$ cat config.mk
export PLATFORM = sky130hd
export DESIGN_NAME = rouu_ctrl
export DESIGN_NICKNAME = d
export VERILOG_FILES = /design/src/sv/rouu_pkg.sv /design/src/sv/rouu_ctrl.sv
export SDC_FILE = /design/constraint.sdc
export NUM_CORES = 1
export LEC_CHECK = 0
export BUFFER_PORTS_ARGS = -buffer_cell sky130_fd_sc_hd__buf_2
export CAP_MARGIN = 20
export CORE_MARGIN = 1
export CORE_UTILIZATION = 59
export DETAILED_ROUTE_END_ITERATION = 12
export PLACE_DENSITY_LB_ADDON = 0.25
export SYNTH_ARGS = -nofsm -noshare
export SYNTH_HDL_FRONTEND = slang
export SYNTH_SLANG_ARGS = --single-unit
$ cat constraint.sdc
create_clock -name clk -period 5.5 [get_ports clk]
set_clock_uncertainty 0.1 [all_clocks]
set_input_delay 0.825 -clock clk [delete_from_list [all_inputs] [get_ports clk]]
set_output_delay 0.825 -clock clk [all_outputs]
set_load 0.005 [all_outputs]
$ cat src/sv/rouu_pkg.sv
package rouu_pkg;

    localparam int MAX_DIM = 64;
    localparam int IDX_W   = $clog2(MAX_DIM);
    localparam int DIM_W   = IDX_W + 1;
    localparam int ADDR_W  = 2 * IDX_W;
    localparam int DATA_W  = 32;
    localparam int CNT_W   = 13;
    localparam int THR_W   = 31;
    localparam int ACC_W   = 56;

    localparam logic [CNT_W-1:0] CNT_MAX = '1;

    typedef enum logic [2:0] {
        OP_WRITE    = 3'd0,
        OP_WRITE_U  = 3'd1,
        OP_RATIO    = 3'd2,
        OP_UPDATE   = 3'd3,
        OP_READ     = 3'd4,
        OP_SPARSIFY = 3'd5
    } op_t;

    typedef enum logic [1:0] {
        STAT_OK       = 2'd0,
        STAT_NO_RATIO = 2'd1,
        STAT_ZERO     = 2'd2
    } stat_t;

    localparam logic CFG_MATRIX_SIZE = 1'b0;
    localparam logic CFG_DROP_THR    = 1'b1;

    typedef enum logic [4:0] {
        S_IDLE,
        S_DECODE,
        S_R_ADDR,
        S_R_MUL,
        S_R_ACC,
        S_R_WR,
        S_R_END,
        S_C_ADDR,
        S_C_WR,
        S_U_ADDR,
        S_U_MUL,
        S_U_DIV,
        S_U_WAIT,
        S_U_WR,
        S_S_ADDR,
        S_S_CHK,
        S_RD_CAP,
        S_DONE
    } state_t;

    typedef enum logic [1:0] {
        WSEL_DATA,
        WSEL_UPDATE,
        WSEL_ZERO
    } wsel_t;

    typedef enum logic {
        MSEL_RATIO,
        MSEL_UPDATE
    } msel_t;

    // Commands from the controller to the datapath
    typedef struct packed {
        logic             load;
        logic [IDX_W-1:0] inv_row;
        logic [IDX_W-1:0] inv_col;
        logic [IDX_W-1:0] vec_row;
        logic [IDX_W-1:0] vec_col;
        logic             inv_we;
        wsel_t            inv_wsel;
        logic             u_we;
        logic             w_we;
        logic             orow_we;
        logic             mul_go;
        msel_t            mul_sel;
        logic             acc_add;
        logic             acc_clr;
        logic             ratio_ok;
        logic             ratio_bad;
        logic             valid_clr;
        logic             div_go;
        logic             spar_chk;
        logic             rd_cap;
        logic             out_load;
        stat_t            out_status;
    } cmd_t;

    // Status from the datapath to the controller
    typedef struct packed {
        logic [IDX_W-1:0] moved_row;
        logic             ratio_valid;
        logic             ratio_zero;
        logic             div_done;
        logic             out_free;
    } sts_t;

    function automatic logic signed [DATA_W-1:0] sat32(input logic signed [64:0] v);
        logic signed [DATA_W-1:0] r;
        if (v > 65'sd2147483647)
            r = 32'sh7FFF_FFFF;
        else if (v < -65'sd2147483648)
            r = 32'sh8000_0000;
        else
            r = v[DATA_W-1:0];
        return r;
    endfunction

    function automatic logic is_small(input logic signed [DATA_W-1:0] v,
                                      input logic [THR_W-1:0] thr);
        logic signed [DATA_W:0] sv;
        logic [DATA_W:0]        mag;
        sv  = (DATA_W+1)'(v);
        mag = sv[DATA_W] ? $unsigned(-sv) : $unsigned(sv);
        return mag < (DATA_W+1)'(thr);
    endfunction

endpackage

$ cat src/sv/rouu_ctrl.sv
module rouu_ctrl (
    input  logic                         clk,
    input  logic                         rst_n,
    input  logic                         in_valid,
    output logic                         in_stall,
    input  logic [2:0]                   operation,
    input  logic [rouu_pkg::IDX_W-1:0]   row_index,
    input  logic [rouu_pkg::IDX_W-1:0]   col_index,
    input  logic [rouu_pkg::DIM_W-1:0]   n_dim,
    output rouu_pkg::cmd_t               cmd,
    input  rouu_pkg::sts_t               sts
);
    import rouu_pkg::*;

    state_t           state_reg, state_next;
    op_t              op_reg;
    logic [IDX_W-1:0] row_reg, col_reg;
    logic [IDX_W-1:0] i_reg, i_next;
    logic [IDX_W-1:0] j_reg, j_next;
    stat_t            stat_reg, stat_next;
    logic [IDX_W-1:0] last;
    logic             row_in, col_in, moved_in, accept;
    logic             j_last, i_last;

    assign last     = IDX_W'(n_dim - DIM_W'(1));
    assign row_in   = {1'b0, row_reg} < n_dim;
    assign col_in   = {1'b0, col_reg} < n_dim;
    assign moved_in = {1'b0, sts.moved_row} < n_dim;
    assign j_last   = j_reg == last;
    assign i_last   = i_reg == last;
    assign in_stall = state_reg != S_IDLE;
    assign accept   = in_valid && !in_stall;

    // State and counters
    always_ff @(posedge clk or negedge rst_n)
    begin
        if (!rst_n)
        begin
            state_reg <= S_IDLE;
            i_reg     <= '0;
            j_reg     <= '0;
            stat_reg  <= STAT_OK;
            op_reg    <= OP_WRITE;
            row_reg   <= '0;
            col_reg   <= '0;
        end
        else
        begin
            state_reg <= state_next;
            i_reg     <= i_next;
            j_reg     <= j_next;
            stat_reg  <= stat_next;
            if (accept)
            begin
                op_reg  <= op_t'(operation);
                row_reg <= row_index;
                col_reg <= col_index;
            end
        end
    end

    // Next state and commands
    always_comb
    begin
        state_next   = state_reg;
        i_next       = i_reg;
        j_next       = j_reg;
        stat_next    = stat_reg;
        cmd          = '0;
        cmd.inv_row  = i_reg;
        cmd.inv_col  = j_reg;
        cmd.vec_row  = i_reg;
        cmd.vec_col  = j_reg;
        cmd.inv_wsel = WSEL_DATA;
        cmd.mul_sel  = MSEL_RATIO;
        cmd.out_status = stat_reg;

        unique case (state_reg)
            S_IDLE:
            begin
                if (accept)
                begin
                    cmd.load   = 1'b1;
                    state_next = S_DECODE;
                end
            end
            S_DECODE:
            begin
                cmd.inv_row = row_reg;
                cmd.inv_col = col_reg;
                cmd.vec_col = row_reg;
                i_next      = '0;
                j_next      = '0;
                stat_next   = STAT_OK;
                state_next  = S_DONE;
                case (op_reg)
                    OP_WRITE:
                    begin
                        cmd.inv_we = row_in && col_in;
                    end
                    OP_WRITE_U:
                    begin
                        cmd.u_we = row_in;
                    end
                    OP_RATIO:
                    begin
                        state_next = S_R_ADDR;
                    end
                    OP_UPDATE:
                    begin
                        if (!sts.ratio_valid || !moved_in)
                            stat_next = STAT_NO_RATIO;
                        else if (sts.ratio_zero)
                            stat_next = STAT_ZERO;
                        else
                            state_next = S_C_ADDR;
                    end
                    OP_READ:
                    begin
                        if (row_in && col_in)
                            state_next = S_RD_CAP;
                    end
                    OP_SPARSIFY:
                    begin
                        state_next = S_S_ADDR;
                    end
                    default:
                    begin
                        state_next = S_DONE;
                    end
                endcase
            end
            S_RD_CAP:
            begin
                cmd.inv_row = row_reg;
                cmd.inv_col = col_reg;
                cmd.rd_cap  = 1'b1;
                state_next  = S_DONE;
            end
            // Product vector: one multiply-accumulate per entry
            S_R_ADDR:
            begin
                state_next = S_R_MUL;
            end
            S_R_MUL:
            begin
                cmd.mul_go = 1'b1;
                state_next = S_R_ACC;
            end
            S_R_ACC:
            begin
                cmd.acc_add = 1'b1;
                if (j_last)
                begin
                    state_next = S_R_WR;
                end
                else
                begin
                    j_next     = j_reg + IDX_W'(1);
                    state_next = S_R_ADDR;
                end
            end
            S_R_WR:
            begin
                cmd.w_we     = 1'b1;
                cmd.ratio_ok = i_reg == row_reg;
                cmd.acc_clr  = 1'b1;
                j_next       = '0;
                if (i_last)
                begin
                    state_next = S_R_END;
                end
                else
                begin
                    i_next     = i_reg + IDX_W'(1);
                    state_next = S_R_ADDR;
                end
            end
            S_R_END:
            begin
                if (!row_in)
                begin
                    cmd.ratio_bad = 1'b1;
                    stat_next     = STAT_NO_RATIO;
                end
                state_next = S_DONE;
            end
            // Copy of the old moved row
            S_C_ADDR:
            begin
                cmd.inv_row = sts.moved_row;
                state_next  = S_C_WR;
            end
            S_C_WR:
            begin
                cmd.inv_row = sts.moved_row;
                cmd.orow_we = 1'b1;
                if (j_last)
                begin
                    j_next     = '0;
                    i_next     = '0;
                    state_next = S_U_ADDR;
                end
                else
                begin
                    j_next     = j_reg + IDX_W'(1);
                    state_next = S_C_ADDR;
                end
            end
            // Rank-one correction, one entry at a time
            S_U_ADDR:
            begin
                state_next = S_U_MUL;
            end
            S_U_MUL:
            begin
                cmd.mul_sel = MSEL_UPDATE;
                cmd.mul_go  = 1'b1;
                state_next  = S_U_DIV;
            end
            S_U_DIV:
            begin
                cmd.div_go = 1'b1;
                state_next = S_U_WAIT;
            end
            S_U_WAIT:
            begin
                if (sts.div_done)
                    state_next = S_U_WR;
            end
            S_U_WR:
            begin
                cmd.inv_we   = 1'b1;
                cmd.inv_wsel = WSEL_UPDATE;
                state_next   = S_U_ADDR;
                if (j_last)
                begin
                    j_next = '0;
                    if (i_last)
                    begin
                        cmd.valid_clr = 1'b1;
                        state_next    = S_DONE;
                    end
                    else
                    begin
                        i_next = i_reg + IDX_W'(1);
                    end
                end
                else
                begin
                    j_next = j_reg + IDX_W'(1);
                end
            end
            // Sparsify sweep
            S_S_ADDR:
            begin
                state_next = S_S_CHK;
            end
            S_S_CHK:
            begin
                cmd.spar_chk = 1'b1;
                state_next   = S_S_ADDR;
                if (j_last)
                begin
                    j_next = '0;
                    if (i_last)
                        state_next = S_DONE;
                    else
                        i_next = i_reg + IDX_W'(1);
                end
                else
                begin
                    j_next = j_reg + IDX_W'(1);
                end
            end
            S_DONE:
            begin
                if (sts.out_free)
                begin
                    cmd.out_load = 1'b1;
                    state_next   = S_IDLE;
                end
            end
            default:
            begin
                state_next = S_IDLE;
            end
        endcase
    end

    a_accept: assert property (@(posedge clk) disable iff (!rst_n)
        accept |=> state_reg == S_DECODE)
        else $error("accepted beat not decoded");

    a_upd_wr: assert property (@(posedge clk) disable iff (!rst_n)
        state_reg == S_U_WR |-> $past(state_reg) == S_U_WAIT)
        else $error("update written before the quotient");

    a_out_load: assert property (@(posedge clk) disable iff (!rst_n)
        cmd.out_load |-> sts.out_free)
        else $error("result loaded over a waiting beat");

endmodule

# --- Yosys cells after proc, flatten, opt, wreduce, memory -nomap -nowiden ---
# Index checks and enable logic that the tools add are counted.
classes:
  add_sub_neg: 3
  magnitude_cmp: 3
  eq_ne: 32
  n_mux: 53
  n_reduce_logical: 23
ops:
  columns: ["op", "count"]
  rows:
  - ["one-hot mux 5 bit (17 select lines)", 1]
  - ["two-way mux 5 bit", 9]
  - ["two-way mux 6 bit", 7]
  - ["equality test 5 x 4 -> 1 bit, second input constant", 8]
  - ["one-hot mux 6 bit (4 select lines)", 1]
  - ["two-way mux 1 bit", 22]
  - ["less-than comparator 6 x 7 -> 1 bit", 3]
  - ["equality test 5 x 3 -> 1 bit, second input constant", 4]
  - ["one-hot mux 5 bit (4 select lines)", 1]
  - ["equality test 6 bit", 3]
  - ["one-hot mux 6 bit (3 select lines)", 1]
  - ["adder 6 x 1 -> 6 bit, second input constant", 2]
  - ["inequality test 2 bit, second input constant", 6]
  - ["one-hot mux 6 bit (2 select lines)", 1]
  - ["OR reduction 2 bit", 6]
  - ["equality test 5 x 2 -> 1 bit, second input constant", 2]
  - ["equality test 5 bit, second input constant", 2]
  - ["two-way mux 2 bit", 5]
  - ["equality test 3 x 2 -> 1 bit, second input constant", 2]
  - ["equality test 3 bit, second input constant", 2]
  - ["two-way mux 3 bit", 2]
  - ["AND reduction 3 bit", 2]
  - ["subtractor 6 x 1 -> 6 bit, second input constant", 1]
  - ["equality test 5 x 1 -> 1 bit, second input constant", 1]
  - ["other kinds (16)", 20]
word_totals:
  regBits: 34
  inputBits: 35

# --- Longest topological paths before layout ---
# Gate-level depths: netlist (run 1).
logic_depth:
  word_depth: 6
  mapped_depth: 11

# --- Least setup slack after synthesis (run 1) ---
# OpenSTA, ideal clock, no wires.
synth_path:
  kind: "input to output"
  from: "in n_dim[0] (netlist bit)"
  to: "out cmd[6] (netlist bit)"
  t_arrival_ns: 2.331
  required_time_ns: 4.575
  slack_ns: 2.244
  cell_stages: 9
  path_cell_list: "buf_6 -> inv_1 -> ha_1 -> xor3_1 -> nor3_2 -> and3_1 -> buf_4 -> nand4_2 -> nor2_1"
synth_rtl:
  columns: ["element", "line", "text"]
  rows:
  - ["start: declaration", "rouu_ctrl.sv:9", "input logic [rouu_pkg::DIM_W-1:0] n_dim,"]
  - ["end: declaration", "rouu_ctrl.sv:10", "output rouu_pkg::cmd_t cmd,"]

==> results of run 1 <==
## metrics by stage
step,utilization,cells,instance area [sq um]
detailed placement,0.6942,512,3636
finish,0.7152,520,3746
global route,0.7152,520,3746
floorplan,-,392,3306
CTS,0.7152,520,3746
global placement,0.6942,512,3636
## worst register-to-register path, cell delays in order (launching register included)
cell and delay (ns):
dfrtp_1 0.76, nand2b_1 0.30, nor3_1 0.65, a31oi_2 0.33, or2b_1 0.24, mux2i_1 0.06
## layout by cell type (no fill, tap or decap), drive strengths merged, types with 3 or more instances in the layout
master,count
a211o,3
nor3b,4
a22oi,6
a21oi,18
o211ai,4
nand2,55
mux2i,4
nand4,10
nor2,18
nand3,9
a211oi,4
buf,79
xnor2,13
nor2b,13
a21o,5
a31oi,5
o21ai,15
inv,17
nand2b,12
nor4,4
clkbuf,8
or2,3
nor3,13
dfrtp,34
ha,18
or2b,3
and2,7
a22o,3
mux2,21
and3,7
xor2,6
xnor3,3
## routing by layer
metal  up-vias  part of all wire  global-route usage
met1      1519              0.44              0.4336
met5         -                 0                   0
met4         0             0.031              0.1385
li1       1509                 -                   -
met3        24             0.080             0.04643
met2       170              0.45              0.4893
## how the worst max path moves through the flow
stage	start	endpoint	depth (start not counted)
3_3_place_gp	n_dim[1]	cmd[6]	9
5_1_grt	state_reg[3]	cmd[40]	7
4_1_cts	state_reg[4]	cmd[40]	6
6_report	state_reg[4]	cmd[40]	6
2_1_floorplan	n_dim[0]	cmd[6]	9
3_5_place_dp	n_dim[1]	cmd[6]	9
## power by group
group / total [mW] / switching, mW / leakage, nW / internal (mW)
combinational: 1.03 / 0.540 / 1.42 / 0.489
clock: 0.225 / 0.0987 / 0.0575 / 0.127
sequential: 0.562 / 0.217 / 0.425 / 0.345
total: 1.82 / 0.855 / 1.90 / 0.961
## cell type report
class | instances | area [sq um]
fill | 428 | 1491
clock buffer | 8 | 110.1
timing repair buffer | 79 | 397.9
tap | 70 | 87.58
multi-input combinational | 312 | 2236
sequential | 34 | 850.8
inverter | 17 | 63.81
## logic make-up (layout without fill, tap and decap cells)
logic type,after synthesis,after routing
AND/OR/NAND/NOR,164,164
AO/OA/AOI/OAI,81,81
buffers and inverters,46,104
flip-flops,34,34
multiplexers,25,25
XOR/XNOR,23,23
adder cells (fa/ha/maj),18,18
other,1,1
==> summary.txt, run 1 <==
Run status
  – Status: completed

Placed design
  – Gpl congestion: just under 0.9
  – Dpl hpwl: 6852 um
  – Dpl ws: ~1.8 ns
  – PortBufs: between 70 and 80

Yosys
  – Ys async rst share: 1.000
  – Post-synth EDFFs: 0
  – Synth top cells by count: 55 x nand2_1, 34 x dfrtp_1, 21 x mux2_2
  – Simple-Gate Fraction of Synth Area: 0.2600
  – Post-synth top area share: 0.2574
  – Syn_area_per_cell: about 8.4 sq um
  – XOR/XNOR Fraction of Synth Area: 0.08024
  – Synth area leader: dfrtp_1
  – Synthesized cell area: 3306 sq um
  – Synth area leaders: dfrtp_1 26%, mux2_2 7.2%, ha_1 6.8%
  – Synth cell types: a little under 70
  – Multiplexer share of the synthesized area: 0.08365
  – Seq cells post-synth: 34
  – Top_reg_cell synth: dfrtp_1
  – Compound-Gate Fraction of Synth Area: 0.1813
  – Most numerous cell in the Yosys netlist: nand2_1
  – Seq/Total Area, Yosys: 0.2574
  – YS warnings: 0
  – Synthesized net count: 445
  – Synth Area in Adders: 0.06813
  – Post-Syn Instances: 392
  – Largest family of logic cells by synthesized area: simple AND/OR/NAND/NOR gates

Die
  – Initial core utilization: 0.6312
  – Die height: 76.85 um
  – Die ar.: 5906 sq um
  – # IOs: 80
  – Site Rows: 26
  – Core Box Area: roughly 5200 sq um
  – Chip Width: 76.85 um

Run
  – # Max-Cap Violations: 0

Clock tree
  – CTS clk-pin slew, worst paths: approximately 0.070 ns
  – Clock tree sinks: 34
  – Post_cts resized: 0
  – Hold_buf cts: 0
  – Setup Buffers After CTS: 0
  – Maximum root-to-sink buffer count: 2
  – H-tree levels: 2
  – CTS Buf Count: 5
  – Clock root cell: clkbuf_8
  – Worst-Skew Late Latency: 0.29 ns
  – CTS tree: done

Drt
  – Initial detailed-routing violation count: 371
  – Drt pass-1 iters: 7
  – DRT Wirelength: around 9100 um
  – Vias/cell: 6.196
  – ANT nets after route: 0
  – Vias: 3222
  – Final routed DRC violation total: 0
  – WL/cell: 17.58 um

Pwr
  – Pwr/cell area: 484.9 nW/um^2
  – Overall Power: 1.816 mW
  – Peak VDD IR: 0.3035 mV
  – Leak: 1.898 nW

Setup path
  – R2r worst-path depth: 5
  – Slowest stage cell on the critical path: dfrtp_1
  – Worst R2R End: i_reg[5]
  – Critical path, cell by cell: nand3b_1 > nand2b_1 > nor2_1 > nand2_1 > nand2_1 > buf_2
  – Max incr delay on CP: 0.93 ns
  – CP delay by family, top: simple AND/OR/NAND/NOR gates
  – Worst Setup Start Kind: flop
  – Critical path class: flop to primary output
  – Data required time at the worst endpoint: 4.58 ns
  – Worst EP arrival: slightly below 3 ns
  – Reg2reg setup slack: 2.93 ns
  – Endpoint type of the worst setup path: primary output
  – Worst r2r src: state_reg[3]
  – CP Buf/Inv Count: 1
  – Worst Path Max Fanout: 29
  – CP most frequent cell: nand2_1

Worst hold path
  – Hold Crit Endpoint: stat_reg[1]
  – Hold depth: 1
  – HP Start: stat_reg[1]
  – Hold Path Class: flop to flop

Global route
  – Largest net degree at the start of global routing: 35
  – First-pass GRT wire length: 14500 um
  – Initial antenna violation count: 0
  – Total track usage: 0.3155
  – Vias in the first global route: 2979
  – Total global routing overflow: 0

STA
  – Tmin final: 3.858 ns
  – Final setup viols: 0
  – Unrepaired setup endpoints after global routing: false
  – Final hold viol count: 0
  – Period utilization: 0.7015
  – Slew at the pin with the worst max-slew slack: 0.9057 ns
  – Max frequency: ~0.26 GHz
  – Setup WS post-layout: 1.642 ns
  – Setup TNS: 0 ns
  – Fin Hold WS: 0.4128 ns
  – Worst slew margin: 0.3962
  – Slew Limit Fails: 0

Final layout
  – Antenna Cells: 0
  – Share of cells above drive strength 1: 0.2711
  – Final Net Count: 502
  – Area grow syn2layout: 13.32%
Note: power is estimated with default switching activity, not from simulation.
==> inputs of run 2 (changes only) <==
Settings changed: CORE_UTILIZATION 59 to 50.
Clock period 5.5 ns to 3.2 ns, I/O delays scaled along.
==> summary.txt, run 2 (same netlist as run 1, synthesis figures left out) <==
Run status
  – Status: completed

Clock tree
  – H-tree levels: 2 (unchanged)
  – Maximum root-to-sink buffer count: 2 (unchanged)
  – Worst-Skew Late Latency: 0.29 ns (about the same)
  – Clock root cell: clkbuf_8
  – CTS Buf Count: 5 (unchanged)
  – Clock tree sinks: 34 (unchanged)
  – CTS tree: done
  – Hold_buf cts: 0 (unchanged)
  – CTS clk-pin slew, worst paths: 0.08 ns (about the same)

STA
  – Setup WS post-layout: 0.3102 ns (-1.331 ns)
  – Final hold viol count: 0 (unchanged)
  – Unrepaired setup endpoints after global routing: false
  – Worst slew margin: 0.4583 (+0.06210)
  – Tmin final: 2.890 ns
  – Slew at the pin with the worst max-slew slack: 0.8125 ns (-0.09314 ns)
  – Slew Limit Fails: 0 (unchanged)
  – Fin Hold WS: 0.1647 ns (-0.2481 ns)
  – Max frequency: about 0.35 GHz
  – Period utilization: 0.9031
  – Setup TNS: 0 ns (unchanged)
  – Final setup viols: 0 (unchanged)

Die
  – Die height: 83.31 um (+8.4%)
  – # IOs: 80 (unchanged)
  – Die ar.: 6941 sq um (+18%)
  – Initial core utilization: 0.5206 (-0.1106)
  – Core Box Area: 6350 sq um (+21%)
  – Site Rows: 29 (+12%)
  – Chip Width: 83.31 um (+8.4%)

Final layout
  – Final Net Count: 512 (+2.0%)
  – Non-filler cells, final: 537 (+3.3%)
  – Commonest non-fill, non-tap cell in the layout: buf_2
  – Most frequent cells in the layout: 78 x buf_2, 55 x nand2_1, 34 x dfrtp_1
  – Final Cell Area: 3835 sq um (+2.4%)
  – Area grow syn2layout: 16.01%
  – Antenna Cells: 0 (unchanged)
  – Final core occ: 0.6039 (-0.1113)
  – Share of cells above drive strength 1: 0.2891 (+0.01802)

Setup path
  – CP delay by family, top: simple AND/OR/NAND/NOR gates
  – Worst R2R End: j_reg[0]
  – Critical Path Stages: 7 (+1)
  – Critical path, cell by cell: nand2b_1 > o22ai_1 > nor2b_1 > nor2_2 > nand2_1 > nand2_1 > buf_2
  – Worst Path Max Fanout: 17 (-41%)
  – Worst r2r src: j_reg[2]
  – Worst Setup Start Kind: flop
  – Max incr delay on CP: 0.67 ns (-0.26 ns)
  – Critical path class: flop to primary output
  – CP Buf/Inv Count: 1 (unchanged)
  – Endpoint type of the worst setup path: primary output
  – Data required time at the worst endpoint: 2.62 ns (-1.96 ns)
  – Reg2reg setup slack: 0.78 ns (-2.15 ns)
  – Slowest stage cell on the critical path: dfrtp_1
  – Worst setup startpoint: state_reg[2]
  – CP most frequent cell: nand2_1
  – Worst EP arrival: 2.31 ns (-0.62 ns)
  – Crit path capture: cmd[39]
  – R2r worst-path depth: 7 (+2)

Pwr
  – Pwr/cell area: 837.7 nW/um^2 (+73%)
  – Overall Power: 3.212 mW (+77%)
  – Peak VDD IR: 0.4634 mV (+53%)
  – Leak: 1.941 nW (+2.3%)

Global route
  – Largest net degree at the start of global routing: 35 (unchanged)
  – First-pass GRT wire length: 14880 um (+2.6%)
  – Initial antenna violation count: 0 (unchanged)
  – Total track usage: 0.2724 (-0.04316)
  – Vias in the first global route: 2973 (-0.20%)
  – Total global routing overflow: 0 (unchanged)

Placed design
  – Gpl congestion: 0.9121 (+2.7%)
  – PortBufs: 78 (unchanged)
  – Dpl hpwl: 7241 um (+5.7%)
  – Dpl ws: 0.3808 ns (-1.392 ns)
  – DP Area: 3720 sq um (+2.3%)
  – Inst Count DP: 529 (+3.3%)

Drt
  – Initial detailed-routing violation count: 279 (-25%)
  – Drt pass-1 iters: 5 (-2)
  – ANT nets after route: 0 (unchanged)
  – DRT Wirelength: 9343 um (+2.2%)
  – WL/cell: 17.40 um (-1.0%)
  – Vias: 3254 (+0.99%)
  – Vias/cell: 6.060 (-2.2%)
  – Final routed DRC violation total: 0 (unchanged)

Worst hold path
  – Hold Path Class: primary input to async pin

Run
  – # Max-Cap Violations: 0 (unchanged)
## run 2: power breakdown
part           switching [mW]  internal [mW]
clock network           0.173          0.233
logic                    1.01          0.901
registers               0.303          0.595
## run 2: timing repair
item	in CTS	in global routing
setup endpoints to repair	0	9
buffers inserted	0	0
hold endpoints to repair	0	0
resized for setup	0	2
## run 2: worst min path at each step
stage / startpoint / end / slack, ns
4_1_cts: rst_n / state_reg[3] / 0.21
3_5_place_dp: stat_reg[1] / stat_reg[1] / 0.37
6_report: rst_n / i_reg[5] / 0.16
3_3_place_gp: stat_reg[1] / stat_reg[1] / 0.38
2_1_floorplan: rst_n / col_reg[0] / 0.08
5_1_grt: rst_n / i_reg[3] / 0.24
## run 2: area by class of cell
cell class	count	area (sq um)
fill	590	2515
multi-input combinational	312	2241
sequential	34	850.8
timing repair buffer	89	473.0
tap	77	96.34
clock buffer	6	72.57
inverter	17	63.81
clock inverter	2	37.54
## run 2: worst reg2reg max path, stage by stage, from the launching register on
cell and delay (ns):
dfrtp_1 0.59, xor3_1 0.42, nor3_2 0.24, and3_1 0.22, buf_4 0.15, and2_1 0.22, nor3_1 0.09, mux2_2 0.28
## run 2: per-layer routing
metal	up-vias	wire (um)	track usage
li1	1534	-	-
met2	143	4296	0.4277
met3	35	532	0.03579
met5	-	0	0
met1	1542	4175	0.3776
met4	0	339	0.1129
==> inputs of run 3 (changes only) <==
Settings changed: REMOVE_ABC_BUFFERS set to 1.
==> summary.txt, run 3 (same netlist as run 1, synthesis figures left out) <==
Drt
  – ANT nets after route: 0 (unchanged)
  – Drt pass-1 iters: 6 (+1)
  – WL/cell: 17.11 um (-1.7%)
  – Final routed DRC violation total: 0 (unchanged)
  – Vias: 3157 (-3.0%)
  – Initial detailed-routing violation count: 225 (-19%)
  – DRT Wirelength: 9186 um (-1.7%)
  – Vias/cell: 5.879 (-3.0%)

Global route
  – Largest net degree at the start of global routing: 35 (unchanged)
  – First-pass GRT wire length: 14770 um (-0.79%)
  – Vias in the first global route: 2981 (+0.27%)
  – Total global routing overflow: 0 (unchanged)
  – Total track usage: 0.2677 (-0.004617)
  – Initial antenna violation count: 0 (unchanged)

Clock tree
  – Worst-Skew Late Latency: 0.29 ns (about the same)
  – CTS Buf Count: 5 (unchanged)
  – CTS tree: done
  – Clock tree sinks: 34 (unchanged)
  – Clock root cell: clkbuf_8
  – Post_cts resized: 0 (unchanged)
  – H-tree levels: 2 (unchanged)
  – Hold_buf cts: 0 (unchanged)
  – CTS clk-pin slew, worst paths: 0.08 ns (about the same)
  – Maximum root-to-sink buffer count: 2 (unchanged)
  – Setup Buffers After CTS: 0 (unchanged)

Die
  – Site Rows: 29 (unchanged)
  – Die ar.: 6941 sq um (unchanged)
  – Initial core utilization: 0.5206 (unchanged)
  – Chip Width: 83.31 um (unchanged)
  – # IOs: 80 (unchanged)
  – Die height: 83.31 um (unchanged)
  – Core Box Area: 6350 sq um (unchanged)

Setup path
  – Max incr delay on CP: 0.59 ns (-0.08 ns)
  – Reg2reg setup slack: 0.75 ns (-0.03 ns)
  – Critical path class: flop to primary output
  – Worst Path Max Fanout: 14 (-3)
  – Slowest stage cell on the critical path: dfrtp_1
  – Worst r2r src: state_reg[1]
  – CP delay by family, top: simple AND/OR/NAND/NOR gates
  – R2r worst-path depth: 6 (-1)
  – Endpoint type of the worst setup path: primary output
  – Worst Setup Start Kind: flop
  – Worst R2R End: i_reg[2]
  – CP Buf/Inv Count: 1 (unchanged)
  – Critical path, cell by cell: nor2_1 > and3_1 > nand2b_1 > nor2_1 > nand2_1 > nand2_1 > buf_2
  – Worst EP arrival: 2.45 ns (+0.14 ns)
  – Data required time at the worst endpoint: 2.62 ns (about the same)

Pwr
  – Pwr/cell area: 836.6 nW/um^2 (-0.13%)
  – Leak: 1.942 nW (about the same)
  – Overall Power: 3.204 mW (-0.26%)
  – Peak VDD IR: 0.4868 mV (+5.1%)

Final layout
  – Most frequent cells in the layout: 78 x buf_2, 55 x nand2_1, 34 x dfrtp_1
  – Non-filler cells, final: 537 (unchanged)
  – Final Net Count: 512 (unchanged)
  – Area grow syn2layout: 15.86%
  – Filler Cell Count: 588 (-0.34%)
  – Share of cells above drive strength 1: 0.2848 (-0.004348)
  – Antenna Cells: 0 (unchanged)
  – Commonest non-fill, non-tap cell in the layout: buf_2

Worst hold path
  – Hold Path Class: primary input to async pin

STA
  – Worst slew margin: 0.4538 (-0.004557)
  – Setup TNS: 0 ns (unchanged)
  – Period utilization: 0.9461 (+0.04306)
  – Final hold viol count: 0 (unchanged)
  – Final setup viols: 0 (unchanged)
  – Unrepaired setup endpoints after global routing: false
  – Slew Limit Fails: 0 (unchanged)
  – Slew at the pin with the worst max-slew slack: 0.8194 ns (+0.006835 ns)
  – Tmin final: 3.028 ns (+0.1378 ns)
  – Max frequency: 0.3303 GHz (-4.6%)

Run
  – # Max-Cap Violations: 0 (unchanged)

Run status
  – Status: completed

Placed design
  – PortBufs: 78 (unchanged)
  – Inst Count DP: 529 (unchanged)
  – Dpl hpwl: 7099 um (-2.0%)
  – Gpl congestion: 0.9369 (+2.7%)
==> run 3: cell counts in the layout (fill, tap and decap cells not counted) <==
No cell type changed its count.
==> run 3: layout make-up <==
type / count / area, sq um / share of cell area
Inverter: 17 / 63.81 / 0.01666
Clock inverter: 2 / 37.54 / 0.009801
Timing Repair Buffer: 89 / 473.0 / 0.1235
Tap cell: 77 / 96.34 / 0.02516
Clock buffer: 6 / 72.57 / 0.01895
Multi-Input combinational cell: 312 / 2236 / 0.5838
Sequential cell: 34 / 850.8 / 0.2221
==> run 3: metal layers <==
layer	global-route usage	vias to the layer above	wire, um
li1	-	1530	-
met1	0.3621	1487	3999
met2	0.4389	128	4417
met3	0.04175	12	585
met4	0.08464	0	184
met5	0	-	0
==> run 3: worst max-delay path by stage <==
| stage | startpoint | end | slack, ns | depth (start not counted) |
|---|---|---|---|---|
| floorplan | n_dim[1] | cmd[6] | 0.64 | 7 |
| global placement | n_dim[5] | cmd[18] | 0.40 | 10 |
| detailed placement | n_dim[4] | cmd[18] | 0.34 | 10 |
| CTS | state_reg[0] | cmd[37] | 0.23 | 7 |
| global route | state_reg[0] | cmd[41] | 0.04 | 7 |
| finish | state_reg[0] | cmd[41] | 0.17 | 7 |
==> run 3: worst register-to-register path, stage by stage (launching register included) <==
cell and delay (ns):
dfrtp_1 0.52, buf_4 0.23, or2_1 0.29, nor3_1 0.57, a31oi_2 0.34, or2b_1 0.23
mux2i_1 0.06
==> run 3: power breakdown <==
group | internal [mW] | total, mW | switching, mW
clock | 0.233 | 0.415 | 0.182
sequential | 0.594 | 0.909 | 0.315
combinational | 0.894 | 1.88 | 0.986
total | 1.72 | 3.20 | 1.48
==> run 3: per-stage QoR <==
step / hold WS [ns] / area [sq um] / worst slack [ns] / util
final: 0.1783 / 3830 / 0.1724 / 0.6032
after global routing: 0.2328 / 3830 / 0.04452 / 0.6032
after CTS: 0.2112 / 3830 / 0.2252 / 0.6032
after detailed placement: 0.3753 / 3720 / 0.3412 / 0.5858
after global placement: 0.3735 / 3720 / 0.3981 / 0.5858
after floorplan: 0.08441 / 3144 / 0.6400 / -
